`src/sv/sia_pkg.sv`:
```
// ----------------------------------------------------------------------------
// sia_pkg
// Shared types and constants for the script integer ALU.
// ----------------------------------------------------------------------------
package sia_pkg;

    localparam int DATA_WIDTH_DEF = 32;

    typedef enum logic [4:0] {
        OP_COMMA = 5'd0,
        OP_ADD   = 5'd1,
        OP_SUB   = 5'd2,
        OP_MUL   = 5'd3,
        OP_DIV   = 5'd4,
        OP_MOD   = 5'd5,
        OP_AND   = 5'd6,
        OP_OR    = 5'd7,
        OP_XOR   = 5'd8,
        OP_SHL   = 5'd9,
        OP_SAR   = 5'd10,
        OP_SHR   = 5'd11,
        OP_EQ    = 5'd12,
        OP_NE    = 5'd13,
        OP_LE    = 5'd14,
        OP_LT    = 5'd15,
        OP_GE    = 5'd16,
        OP_GT    = 5'd17,
        OP_LAND  = 5'd18,
        OP_LOR   = 5'd19,
        OP_PLUS  = 5'd20,
        OP_NEG   = 5'd21,
        OP_NOT   = 5'd22
    } t_opcode;

    typedef enum logic [1:0] {
        ERR_NONE  = 2'd0,
        ERR_UNDEF = 2'd1,
        ERR_SHIFT = 2'd2,
        ERR_MODZ  = 2'd3
    } t_error;

endpackage

```
`src/sv/sia_div_step.sv`:
```
// ----------------------------------------------------------------------------
// sia_div_step
// One restoring division step as a pipeline stage; carries the rest of the
// beat along unchanged.
// ----------------------------------------------------------------------------
module sia_div_step #(
    parameter int W  = sia_pkg::DATA_WIDTH_DEF,
    parameter int SB = 8
) (
    input  logic          i_clk,
    input  logic          i_rst_n,
    input  logic          i_valid,
    input  logic [W-1:0]  i_rem,
    input  logic [W-1:0]  i_quo,
    input  logic [W-1:0]  i_den,
    input  logic [SB-1:0] i_sb,
    output logic          o_ready,
    input  logic          i_ready,
    output logic          o_valid,
    output logic [W-1:0]  o_rem,
    output logic [W-1:0]  o_quo,
    output logic [W-1:0]  o_den,
    output logic [SB-1:0] o_sb
);

    logic          r_valid;
    logic [W-1:0]  r_rem;
    logic [W-1:0]  r_quo;
    logic [W-1:0]  r_den;
    logic [SB-1:0] r_sb;

    logic [W:0] shifted;
    logic [W:0] diff;
    logic       fits;

    assign shifted = {i_rem, i_quo[W-1]};
    assign diff    = shifted - {1'b0, i_den};
    assign fits    = !diff[W];

    assign o_ready = !r_valid || i_ready;

    always_ff @(posedge i_clk) begin
        if (!i_rst_n) begin
            r_valid <= 1'b0;
        end else if (o_ready) begin
            r_valid <= i_valid;
        end
    end

    always_ff @(posedge i_clk) begin
        if (o_ready && i_valid) begin
            r_rem <= fits ? diff[W-1:0] : shifted[W-1:0];
            r_quo <= {i_quo[W-2:0], fits};
            r_den <= i_den;
            r_sb  <= i_sb;
        end
    end

    assign o_valid = r_valid;
    assign o_rem   = r_rem;
    assign o_quo   = r_quo;
    assign o_den   = r_den;
    assign o_sb    = r_sb;

endmodule
```
`config.mk`:
```
export PLATFORM = sky130hd
export DESIGN_NAME = sia_div_step
export DESIGN_NICKNAME = d
export VERILOG_FILES = /design/src/sv/sia_pkg.sv /design/src/sv/sia_div_step.sv
export SDC_FILE = /design/constraint.sdc
export NUM_CORES = 1
export LEC_CHECK = 0
export ABC_AREA = 1
export BUFFER_PORTS_ARGS = -buffer_cell sky130_fd_sc_hd__buf_4
export CAP_MARGIN = 10
export CORE_MARGIN = 4
export CORE_UTILIZATION = 42
export CTS_CLUSTER_SIZE = 25
export DETAILED_ROUTE_END_ITERATION = 12
export MAX_ROUTING_LAYER = met4
export PLACE_DENSITY = 0.69
export SYNTH_ARGS = -nofsm -noshare
export SYNTH_HDL_FRONTEND = slang
export SYNTH_SLANG_ARGS = --single-unit
```
`constraint.sdc`:
```
create_clock -name i_clk -period 6.4 [get_ports i_clk]
set_input_delay 0.64 -clock i_clk [delete_from_list [all_inputs] [get_ports i_clk]]
set_output_delay 0.64 -clock i_clk [all_outputs]
set_load 0.05 [all_outputs]
```
After elaboration in Yosys (flattened, before gate mapping)
Index checks and enable logic that the tools add are counted.
- output and inout bits: 106
- word-level logic and storage cells: 11
- bits of input ports: 108
- bits in registers: 105
- multiplexer cells: 1
- add/sub/neg operators: 1
- reductions and logical operators: 4
- operators with widths (operator ; number):
    $sub 33x32->33 ; 1
    $mux 32 ; 1
    $logic_not 1->1 ; 2
    $logic_and 1x1->1 ; 1
    $logic_or 1x1->1 ; 1

Longest topological paths before layout
- word-level depth: 3
- gate-level depth with buffers: 17
- mapped depth without buffers: 16

Worst setup path before layout
Ideal clock, no wire load.
- path type: input to register
- from: input port i_valid
- to: register r_den[0], in the netlist o_den[0] (enable)
- path slack: 0.105 ns
- cell stages on the path: 2
- path buffers: 0
- arrival time: 5.695 ns
- data required time: 5.800 ns
- library setup time: 0.600 ns
- path through: inv_1 a21oi_1
- longest elaborated chain between the ends: 1
- RTL lines (item ; line ; text):
    start: declaration ; sia_div_step.sv:12 ; input logic i_valid,
    $logic_and 1x1->1 ; sia_div_step.sv:51 ; if (o_ready && i_valid) begin
    end signal: assignment ; sia_div_step.sv:54 ; r_den <= i_den;
    end: declaration ; sia_div_step.sv:29 ; logic [W-1:0] r_den;
Every way passes these cells.
A chain may end at the register's enable or synchronous reset.

Final worst setup path
- from: input port i_ready
- to: register r_den[26], in the netlist o_den[26] (enable)
- longest elaborated chain between the ends: 2
- RTL lines (item ; line ; text):
    start: declaration ; sia_div_step.sv:18 ; input logic i_ready,
    $logic_or 1x1->1 ; sia_div_step.sv:40 ; assign o_ready = !r_valid || i_ready;
    $logic_and 1x1->1 ; sia_div_step.sv:51 ;
Every way passes these cells.

==> flow_summary.yaml <==
synth:
  synth_mux_area_share_pct: 0
  synthTopCellsByArea: "edfxtp_1, nand2_1, inv_1"
  ys_seq_area_share_pct: 49.6
  yosysTopAreaCell: "edfxtp_1"
  yosysTopAreaCellShare_pct: 49.3
  syn_inst: 793
  synth_flop_cell: "edfxtp_1"
  syn-num-nets: 934
  yosys.cell_types.count: 25
  netlist_area_sq_um: 6340
  yosys.area_share.xor_xnor_pct: 2.07
  ys_warn_count: 0
  async_flop_share_pct: 0
  synth_edf_count: 104
  synth_compound_area_share_pct: 3.12
  yosys.area_share.simple_pct: 28.0
  avgSynthCellArea_sq_um: 7.99
  synth.most_common_cell: "nand2_1"
  ys_ff_latch: 105
  synthAdderAreaFrac_pct: 6.63
  synth_top_family_by_area: "simple AND/OR/NAND/NOR gates"
  synthTopCellsByCount: "nand2_1, inv_1, edfxtp_1"
drt:
  drtPass1Iterations: 5
  avgViaCountPerCell: 4.62
  drc: 0
  postRouteAntennaNets: 0
  top_layer: "met4"
  met1Wirelength_mm: 7.91
  wirelength_mm: 17.9
  wl_met3_mm: 1.44
  wire_per_inst_um: 14.9
  wl_met2_mm: 8.22
  drt_iter0_markers: 257
  vias: 5543
critical_path:
  r2r-end: "o_den[26]"
  arrival_ns: 2.58
  r2r-start: "o_valid"
  worstSetupEndpointType: "register"
  reg2regPathDepth: 2
  criticalPathCategory: "input port to register"
  critPathLaunchType: "input port"
  crit_fanout: 67
  crit_required_ns: 6.38
  r2r_setup_slack_ns: 3.87
die:
  die_h_um: 131
  fp.dieW_um: 131
  ioPinCount: 214
  initial_core_util_pct: 43.3
  design.die.area_sq_um: 17100
  rows: 44
  fp.coreArea_sq_um: 14600
cts:
  numCtsBuffers: 9
  postCtsSetupBuffers: 0
  cts-root-buf: "clkbuf_16"
  cts_tree: "built"
  cts.htree.levels: 3
  cts_sinks: 105
  hold_buffers: 0
  clockBufferDepth: 2
  cts_resized: 0
  clk_latency_ns: 0.36
  clkSlewWorstSetupHoldPaths_ns: 0.07
sta:
  relSlewSlack_pct: 24.1
  period_needed_ns: 2.59
  finalSetupViolCount: 0
  slew_viol_final: 0
  hold_violations: 0
  clock_skew_ns: 0.00750
  fin_crit_sh_pct: 40.5
  timing.final.ws_setup_ns: 3.81
  tightest_slew_ns: 1.14
  rsz0062_at_grt: "no"
  fmax_mhz: 385
  setup_tns_ns: 0
worst_hold_path:
  hold-path-endpoint: "o_quo[5]"
  min_from: "i_quo[4]"
  hp-class: "input port to register"
  min_path_cells: 1
global_routing:
  grt_pass1_wl_mm: 27.5
  grt_max_degree: 68
  overflow: 0
  grt_pass1_vias: 5372
  grt_antenna_before_repair: 0
  grt_usage_pct: 21.7
power_and_ir_drop:
  switching_share_pct: 35.8
  pwr-share-clk_pct: 27.0
  p_leak_uw: 0.00451
  combPwrFrac_pct: 31.7
  vdd_drop_max_uv: 120
  power_uw: 2030
  internal_power_uw: 1310
  p_switching_uw: 729
  seq_power_share_pct: 41.4
  power.density_nw_per_um2: 242
final_layout:
  diodes: 0
  final_layout_size_suffix_gt1_share_pct: 24.0
  final_nets: 1153
  areaGrowthSynthToFinish_pct: 32.6
  final_util_pct: 57.4
place:
  port_buffers: 213
  dpl_worst_slack_ns: 3.39
  place.gp.congestion: 0.908
  hpwl_mm: 14.6
outcome:
  status: "complete, no violations"
flow_run:
  drv_cap: 0
[layer usage]
layer / track usage, % / vias to the layer above
li1: - / 2893
met1: 27.7 / 2444
met2: 34.6 / 187
met3: 4.92 / 19
met4: 6.59 / 0
met5: - / -
[cell type report]
cell class	count	area, sq um
inverter	161	604
tap	184	230
clock inverter	6	56.3
sequential	105	3140
fill	1410	6240
clock buffer	10	229
timing repair buffer	214	1610
multi-input combinational	521	2530
[worst max-delay path by stage]
stage,from,to,slack [ns]
floorplan,i_valid,o_den[0],0.10
global placement,i_ready,o_rem[31],3.42
detailed placement,i_ready,o_den[0],3.39
CTS,i_ready,o_rem[1],3.80
global route,i_ready,o_rem[31],3.60
finish,i_ready,o_den[26],3.81
[logic make-up after synthesis]
family | after synthesis
adders and majority gates | 33
and+or+nand+nor | 439
AOI/OAI and AO/OA | 34
buffers and inverters | 167
DFF | 105
xor gates and xnor gates | 15
[power groups by stage]
stage,clock [uW],sequential [uW],combinational (uW)
after floorplan,0,1050,257
after CTS,565,843,652
after global placement,0,857,646
after detailed placement,0,858,651
after global routing,593,847,709
final,549,841,645
[through the flow]
step                      cells  cell area [sq um]  hold slack, ns
after global placement     1185               8120           0.545
after CTS                  1201               8400           0.442
final                      1201               8400           0.457
after detailed placement   1185               8120           0.573
after global routing       1201               8400           0.436
after floorplan             793               6340           0.739
[state kept, by name, indices dropped and copies added (netlist names)]
signal   flops
o_rem       32
o_quo       32
o_valid      1
o_sb         8
o_den       32
[critical path, stage by stage]
cell and delay, ns:
buf_4 0.08, inv_1 0.06, a21oi_4 0.88, buf_4 0.83
[cell usage in the layout, fill, tap and decap left out, types with 7 or more instances in the layout]
| master | instances |
|---|---|
| edfxtp_1 | 104 |
| clkbuf_16 | 9 |
| nand4_1 | 8 |
| nor2_1 | 39 |
| ha_1 | 32 |
| buf_4 | 214 |
| inv_1 | 160 |
| a21oi_1 | 23 |
| o21bai_1 | 7 |
| xor2_1 | 14 |
| nand3_1 | 31 |
| nand2_1 | 336 |
| nand2_2 | 8 |
Note: power is estimated with default switching activity, not from simulation.
