$ cat src/sv/sia_pkg.sv
// ----------------------------------------------------------------------------
// sia_pkg
// Shared types and constants for the script integer ALU.
// ----------------------------------------------------------------------------
package sia_pkg;

    localparam int DATA_WIDTH_DEF = 32;

    typedef enum logic [4:0] {
        OP_COMMA = 5'd0,
        OP_ADD   = 5'd1,
        OP_SUB   = 5'd2,
        OP_MUL   = 5'd3,
        OP_DIV   = 5'd4,
        OP_MOD   = 5'd5,
        OP_AND   = 5'd6,
        OP_OR    = 5'd7,
        OP_XOR   = 5'd8,
        OP_SHL   = 5'd9,
        OP_SAR   = 5'd10,
        OP_SHR   = 5'd11,
        OP_EQ    = 5'd12,
        OP_NE    = 5'd13,
        OP_LE    = 5'd14,
        OP_LT    = 5'd15,
        OP_GE    = 5'd16,
        OP_GT    = 5'd17,
        OP_LAND  = 5'd18,
        OP_LOR   = 5'd19,
        OP_PLUS  = 5'd20,
        OP_NEG   = 5'd21,
        OP_NOT   = 5'd22
    } t_opcode;

    typedef enum logic [1:0] {
        ERR_NONE  = 2'd0,
        ERR_UNDEF = 2'd1,
        ERR_SHIFT = 2'd2,
        ERR_MODZ  = 2'd3
    } t_error;

endpackage

$ cat src/sv/sia_decode.sv
// ----------------------------------------------------------------------------
// sia_decode
// Operand stage: simple operations, error decode, multiplier partial
// products and divider magnitudes, all registered.
// ----------------------------------------------------------------------------
module sia_decode #(
    parameter int W = sia_pkg::DATA_WIDTH_DEF,
    parameter int H = (W + 1) / 2,
    parameter int L = W - H
) (
    input  logic         i_clk,
    input  logic         i_rst_n,
    input  logic         i_valid,
    input  logic [4:0]   i_op,
    input  logic         i_asg,
    input  logic [W-1:0] i_a,
    input  logic [W-1:0] i_b,
    output logic         o_ready,
    input  logic         i_ready,
    output logic         o_valid,
    output logic [4:0]   o_op,
    output logic         o_wb,
    output logic [1:0]   o_err,
    output logic [W-1:0] o_simple,
    output logic [W-1:0] o_pp0,
    output logic [L-1:0] o_pp1,
    output logic [L-1:0] o_pp2,
    output logic         o_aneg,
    output logic         o_bneg,
    output logic         o_bzero,
    output logic [W-1:0] o_maga,
    output logic [W-1:0] o_magb
);

    localparam int SW = $clog2(W);

    logic         r_valid;
    logic [4:0]   r_op;
    logic         r_wb;
    logic [1:0]   r_err;
    logic [W-1:0] r_simple;
    logic [W-1:0] r_pp0;
    logic [L-1:0] r_pp1;
    logic [L-1:0] r_pp2;
    logic         r_aneg;
    logic         r_bneg;
    logic         r_bzero;
    logic [W-1:0] r_maga;
    logic [W-1:0] r_magb;

    logic [W-1:0]   n_simple;
    logic [1:0]     n_err;
    logic           aneg;
    logic           bneg;
    logic           bzero;
    logic           big;
    logic [SW-1:0]  sh;
    logic           lt;
    logic           gt;
    logic [2*H-1:0] p0;
    logic [H+L-1:0] p1;
    logic [H+L-1:0] p2;

    assign aneg  = i_a[W-1];
    assign bneg  = i_b[W-1];
    assign bzero = (i_b == '0);
    assign big   = (i_b >= W'(W));
    assign sh    = i_b[SW-1:0];
    assign lt    = ($signed(i_a) < $signed(i_b));
    assign gt    = ($signed(i_b) < $signed(i_a));
    assign p0    = i_a[H-1:0] * i_b[H-1:0];
    assign p1    = i_a[H-1:0] * i_b[W-1:H];
    assign p2    = i_a[W-1:H] * i_b[H-1:0];

    always_comb begin
        n_simple = '0;
        n_err    = sia_pkg::ERR_NONE;
        unique case (sia_pkg::t_opcode'(i_op))
            sia_pkg::OP_COMMA: n_simple = i_b;
            sia_pkg::OP_ADD:   n_simple = i_a + i_b;
            sia_pkg::OP_SUB:   n_simple = i_a - i_b;
            sia_pkg::OP_MUL:   n_simple = '0;
            sia_pkg::OP_DIV:   n_simple = '0;
            sia_pkg::OP_MOD: begin
                if (bzero) n_err = sia_pkg::ERR_MODZ;
            end
            sia_pkg::OP_AND:   n_simple = i_a & i_b;
            sia_pkg::OP_OR:    n_simple = i_a | i_b;
            sia_pkg::OP_XOR:   n_simple = i_a ^ i_b;
            sia_pkg::OP_SHL: begin
                if (bneg) n_err = sia_pkg::ERR_SHIFT;
                else if (!big) n_simple = i_a << sh;
            end
            sia_pkg::OP_SAR: begin
                if (bneg) n_err = sia_pkg::ERR_SHIFT;
                else if (big) n_simple = {W{aneg}};
                else n_simple = W'($signed(i_a) >>> sh);
            end
            sia_pkg::OP_SHR: begin
                if (bneg) n_err = sia_pkg::ERR_SHIFT;
                else if (!big) n_simple = i_a >> sh;
            end
            sia_pkg::OP_EQ:    n_simple = {{(W-1){1'b0}}, i_a == i_b};
            sia_pkg::OP_NE:    n_simple = {{(W-1){1'b0}}, i_a != i_b};
            sia_pkg::OP_LE:    n_simple = {{(W-1){1'b0}}, !gt};
            sia_pkg::OP_LT:    n_simple = {{(W-1){1'b0}}, lt};
            sia_pkg::OP_GE:    n_simple = {{(W-1){1'b0}}, !lt};
            sia_pkg::OP_GT:    n_simple = {{(W-1){1'b0}}, gt};
            sia_pkg::OP_LAND:  n_simple = {{(W-1){1'b0}}, (i_a != '0) && !bzero};
            sia_pkg::OP_LOR:   n_simple = {{(W-1){1'b0}}, (i_a != '0) || !bzero};
            sia_pkg::OP_PLUS:  n_simple = i_a;
            sia_pkg::OP_NEG:   n_simple = '0 - i_a;
            sia_pkg::OP_NOT:   n_simple = ~i_a;
            default:           n_err = sia_pkg::ERR_UNDEF;
        endcase
    end

    assign o_ready = !r_valid || i_ready;

    always_ff @(posedge i_clk) begin
        if (!i_rst_n) begin
            r_valid <= 1'b0;
        end else if (o_ready) begin
            r_valid <= i_valid;
        end
    end

    always_ff @(posedge i_clk) begin
        if (o_ready && i_valid) begin
            r_op     <= i_op;
            r_wb     <= i_asg && (i_op >= 5'(sia_pkg::OP_ADD)) &&
                        (i_op <= 5'(sia_pkg::OP_SHR)) && (n_err == sia_pkg::ERR_NONE);
            r_err    <= n_err;
            r_simple <= n_simple;
            r_pp0    <= p0[W-1:0];
            r_pp1    <= p1[L-1:0];
            r_pp2    <= p2[L-1:0];
            r_aneg   <= aneg;
            r_bneg   <= bneg;
            r_bzero  <= bzero;
            r_maga   <= aneg ? ('0 - i_a) : i_a;
            r_magb   <= bneg ? ('0 - i_b) : i_b;
        end
    end

    assign o_valid  = r_valid;
    assign o_op     = r_op;
    assign o_wb     = r_wb;
    assign o_err    = r_err;
    assign o_simple = r_simple;
    assign o_pp0    = r_pp0;
    assign o_pp1    = r_pp1;
    assign o_pp2    = r_pp2;
    assign o_aneg   = r_aneg;
    assign o_bneg   = r_bneg;
    assign o_bzero  = r_bzero;
    assign o_maga   = r_maga;
    assign o_magb   = r_magb;

endmodule

$ cat config.mk
export PLATFORM = sky130hd
export DESIGN_NAME = sia_decode
export DESIGN_NICKNAME = d
export VERILOG_FILES = /design/src/sv/sia_pkg.sv /design/src/sv/sia_decode.sv
export SDC_FILE = /design/constraint.sdc
export NUM_CORES = 2
export LEC_CHECK = 0
export ABC_CLOCK_PERIOD_IN_PS = 14970
export CAP_MARGIN = 20
export CORE_MARGIN = 2
export CORE_UTILIZATION = 25
export CTS_CLUSTER_DIAMETER = 80
export DETAILED_ROUTE_END_ITERATION = 16
export DONT_BUFFER_PORTS = 1
export HOLD_SLACK_MARGIN = 0.05
export PLACE_DENSITY = 0.4
export SETUP_SLACK_MARGIN = 0.05
export SLEW_MARGIN = 20
export SYNTH_ARGS = -nofsm -noshare
export SYNTH_HDL_FRONTEND = slang
export SYNTH_SLANG_ARGS = --single-unit
export TNS_END_PERCENT = 20
$ cat constraint.sdc
create_clock -name i_clk -period 14.97 [get_ports i_clk]
set_clock_uncertainty 0.15 [all_clocks]
set_input_delay 2.2455 -clock i_clk [delete_from_list [all_inputs] [get_ports i_clk]]
set_output_delay 2.2455 -clock i_clk [all_outputs]
set_load 0.01 [all_outputs]
### Yosys cells after proc, flatten, opt, wreduce, memory -nomap -nowiden

Index checks and enable logic that the tools add are counted.

* flip-flop bits (word level): 172
* input port bits: 74
* word-level logic and storage cells: 87

* order comparisons: 5
* mux-type cells: 12
* bitwise logic cells: 4
* add/subtract/negate cells: 4
* reductions and logical operators: 17
* multiply operators: 3
* shift-type cells: 3
* eq/ne operators: 24

Operators by type and width (number)
* $pmux 32 s20: 1
* $mux 32: 6
* $lt 32x32->1: 2
* $sub 1x32->32 const A: 2
* $mux 31: 2
* $eq 5x4->1 const B: 8
* $eq 5x5->1 const B: 7
* $add 32x32->32: 1
* $and 32x32->32: 1
* $eq 32x32->1: 1
* $ge 32x6->1 const B: 1
* $logic_not 32->1: 1
* $mul 16x16->16: 2
* $mul 16x16->32: 1
* $ne 32x32->1: 1
* $not 32->32: 1
* $or 32x32->32: 1
* $reduce_bool 32->1: 1
* $shl 32x5->32: 1
* $shr 32x5->32: 1
* $sshr 32x5->32: 1
* $sub 32x32->32: 1
* $xor 32x32->32: 1
* $eq 5x3->1 const B: 4
* other kinds (13): 23

### Depth between registers and ports, before layout

* word-level depth: 5
* gate-level depth with buffers: 28
* gate-level depth less buffers: 25

### Worst setup path after synthesis

OpenSTA, ideal clock, no wires.

* path kind: input-to-reg
* start point: in i_b[3]
* end point: reg r_pp0[31], in the netlist o_pp0[31] (data pin)
* path slack: 5.267 ns
* stages on the path: 27
* data required time: 14.560 ns
* arrival: 9.293 ns
* path through: clkbuf_1 -> clkbuf_1 -> clkbuf_1 -> clkbuf_1 -> clkbuf_1 -> buf_1 -> nand2_1 -> fa_1 -> fa_1 -> inv_1 -> fa_1 -> fa_1 -> fa_1 -> inv_1 -> fa_1 -> inv_1 -> ha_1 -> a211o_1 -> a21oi_1 -> o211ai_1 -> a311oi_1 -> nor2_1 -> o21a_1 -> a211o_1 -> a31oi_1 -> o21ai_0 -> xnor2_1

* longest elaborated chain between the ends: 1

Ends and longest elaborated chain
* from (decl): RTL line sia_decode.sv:17 `input logic [W-1:0] i_b,`
* $mul 16x16->32: RTL line sia_decode.sv:71 `assign p0 = i_a[H-1:0] * i_b[H-1:0];`
* net p0[31]: RTL line sia_decode.sv:60 `logic [2*H-1:0] p0;`
* to (signal assigned): RTL line sia_decode.sv:135 `r_pp0 <= p0[W-1:0];`
* to (decl): RTL line sia_decode.sv:42 `logic [W-1:0] r_pp0;`

The timed path passes the listed nets, and every way through them passes these cells.
A chain may end at the register's enable or synchronous reset.

### Worst setup path in the final report

* start point: in i_a[5]
* end point: reg r_pp0[31], in the netlist o_pp0[31] (data pin)

* longest elaborated chain between the ends: 1

Ends and longest elaborated chain
* from (decl): RTL line sia_decode.sv:16 `input logic [W-1:0] i_a,`
* $mul 16x16->32: RTL line sia_decode.sv:71
* net p0[31]: RTL line sia_decode.sv:60

The timed path passes the listed nets, and every way through them passes these cells.

==> summary.md <==
| Metric | Value |
|---|---|
| Vias in the first global route | `28300` |
| # IOs | `247` |
| Total Nets Final | `4454` |
| Leading area contributor after synthesis | `fa_1` |
| Total Wirelength | `149 mm` |
| Dominant cell by count in the synthesized netlist | `inv_1` |
| Max Used Layer | `met5` |
| TritonCTS Buffers | `17` |
| Yosys warnings | `0` |
| Area growth syn-to-layout | `5.96%` |
| Post-synthesis async set-or-reset flop share | `0` |
| Detail Route Antenna Nets | `0` |
| Via/cell ratio | `5.19` |
| Syn_area_per_cell | `8.37 µm²` |
| Clk sink count | `172` |
| Hold/Removal Path Class | `reg -> reg` |
| CP arrival | `8.84 ns` |
| Number of synthesized flops with an enable pin | `171` |
| CTS tree | `built` |
| Chip height | `366 µm` |
| Final cycle utilization of the critical path | `0.582` |
| DP HPWL | `112 mm` |
| Design area | `34700 µm²` |
| CTS HTree Levels | `4` |
| Post-synthesis sequential area ratio | `0.158` |
| Met2 wire len | `66.3 mm` |
| Slew HR | `0.316` |
| Fin. Hold Viols | `0` |
| Top cells by count, synth | `566 x inv_1, 474 x nand2_1, 468 x nor2_1` |
| Status | `finished clean` |
| Maximum root-to-sink buffer count | `2` |
| CTS Hold Buffers Added | `0` |
| Gr usage total | `0.221` |
| Layout cell share with drive strength beyond 1 | `0.0432` |
| Critical Path Sink | `o_pp0[31]` |
| Max-Cap Viols | `0` |
| Die width | `366 µm` |
| Critical Path Source Type | `primary input` |
| WL met3 | `11.3 mm` |
| Total Neg Setup Slack | `0 ns` |
| Slew at the pin closest to its max-slew limit | `1.02 ns` |
| Crit path capture type | `flip-flop` |
| Pwr dens | `160 nW/µm²` |
| Post-cts resize count | `0` |
| Total Power | `5540 µW` |
| Setup bufs post-CTS | `0` |
| Post-synthesis cell count | `3909` |
| First-pass GRT wire length | `215 mm` |
| Worst r2r src | `o_valid` |
| Top cells by area, synth | `fa_1 22%, edfxtp_1 16%, ha_1 13%, inv_1 6.5%, nand2_1 5.4%` |
| Top FF cell, synth | `edfxtp_1` |
| Final GP Congestion | `0.945` |
| Syn nets | `4671` |
| Yosys reg bits | `172` |
| Drc violations | `0` |
| DIE AREA | `134000 µm²` |
| DR vias | `28300` |
| Largest net degree at the start of global routing | `99` |
| DR iter-0 viols | `2564` |
| Pins Over Slew Limit | `0` |
| Min cycle time layout | `8.71 ns` |
| Leakage | `0.0152 µW` |
| Overflow left after global routing | `0` |
| Worst R2R Path Depth | `4` |
| Clk_lat worst skew | `0.54 ns` |
| Min-delay src | `o_valid` |
| RR Endpoint | `o_pp1[8]` |
| Root Driver | `clkbuf_16` |
| RSZ-0062 raised after global routing | `no` |
| R2R Setup Slk | `12.16 ns` |
| CP Launch Point | `i_a[5]` |
| Top-area cell type share of the netlist area | `0.218` |
| Initial antenna violation count | `8` |
| DRT Pass-1 Iters | `5` |
| Netlist cell types | `97` |
| Port bufs | `0` |
| Crit path kind | `in -> reg` |
| Placed cell area | `34100 µm²` |
| Core area | `130000 µm²` |
| CP required | `15.11 ns` |
| DR WL/cell | `27.3 µm` |
| Mapped Area | `32700 µm²` |
| WL met1 | `65.3 mm` |
| Final Setup Violations | `0` |
| Reg clk slew, reported paths | `0.08 ns` |
| Maximum operating frequency | `0.115 GHz` |
| Peak supply drop | `0.149 mV` |
| Initial Util | `0.252` |
| CP Max Fanout | `24` |
| # rows | `132` |
==> through the flow <==
step	setup WS, ns	hold WS [ns]	utilization	cells
global placement	5.78	0.493	0.263	5415
CTS	6.30	0.518	0.267	5446
floorplan	5.27	0.460	-	3909
global route	5.88	0.553	0.267	5446
detailed placement	5.74	0.508	0.263	5415
finish	6.26	0.512	0.267	5451
==> logic make-up (layout without fill, tap and decap cells) <==
kind of cell,after synthesis,count (layout),synth area share
compound gates,711,711,0.144
mux,94,94,0.0440
xor+xnor,210,210,0.0562
other cells,0,5,0
buf+inv,855,650,0.100
fa+ha+maj,689,689,0.345
flops,172,172,0.158
simple gates,1178,1178,0.153
==> sequential cells by signal (all words and copies together), names as in the netlist <==
name / count
o_simple: 32
o_bneg: 1
o_wb: 1
o_maga: 32
o_aneg: 1
o_pp1: 16
o_magb: 32
o_op: 5
o_valid: 1
o_bzero: 1
o_err: 2
o_pp0: 32
o_pp2: 16
==> layout by cell type (no fill, tap or decap), drive strengths merged, types with 19 or more instances in the layout <==
cell type	n
nor2b	19
o21ai	140
edfxtp	171
nand2b	20
o211ai	40
buf	38
nor3	52
a221oi	24
a211oi	24
inv	578
a22oi	20
xnor2	183
ha	332
a221o	20
o21bai	26
xor2	27
a21oi	187
mux2i	47
mux4	39
a21o	32
fa	356
nand3	40
nor2	469
o31ai	25
o22ai	44
nand2	476
==> worst max-delay path, cell delays in order <==
cell and delay [ns]:
clkinv_1 0.65, nor2_1 0.40, fa_1 0.44, inv_1 0.09
fa_1 0.39, inv_1 0.09, fa_1 0.43, fa_1 0.40
fa_1 0.53, inv_1 0.05, fa_1 0.48, inv_1 0.04
ha_1 0.35, a211o_1 0.31, a21oi_1 0.19, o211ai_1 0.16
a311oi_1 0.30, nor2_1 0.13, o21a_1 0.27, a211o_1 0.31
a31oi_1 0.26, o21ai_0 0.16, xnor2_1 0.14
==> report_power, final <==
| group | leakage (µW) | switching, µW | internal [µW] |
|---|---|---|---|
| Combinational | 0.0132 | 2370 | 1760 |
| Clock | 0.000270 | 241 | 214 |
| Sequential | 0.00168 | 102 | 847 |
==> per-layer routing <==
| metal | global-route usage | vias up |
|---|---|---|
| li1 | - | 12500 |
| met2 | 0.339 | 1198 |
| met3 | 0.0455 | 211 |
| met5 | 0 | - |
| met1 | 0.300 | 14400 |
| met4 | 0.0906 | 2 |
==> worst min path at each step <==
| stage | to | depth (start not counted) |
|---|---|---|
| after CTS | o_valid | 2 |
| after global placement | o_valid | 2 |
| final | o_valid | 2 |
| after floorplan | o_valid | 2 |
| after detailed placement | o_valid | 2 |
| after global routing | o_valid | 2 |
==> layout make-up <==
type | instances | area, µm²
Inverter | 581 | 2180
Fill cell | 14200 | 95000
Clock inverter | 14 | 108
Timing Repair Buffer | 38 | 285
Sequential cell | 172 | 5150
Antenna cell | 5 | 12.5
Clock buffer | 17 | 425
Tap cell | 1742 | 2180
Multi-Input combinational cell | 2882 | 24300
Power figures use the tool's default switching activity.
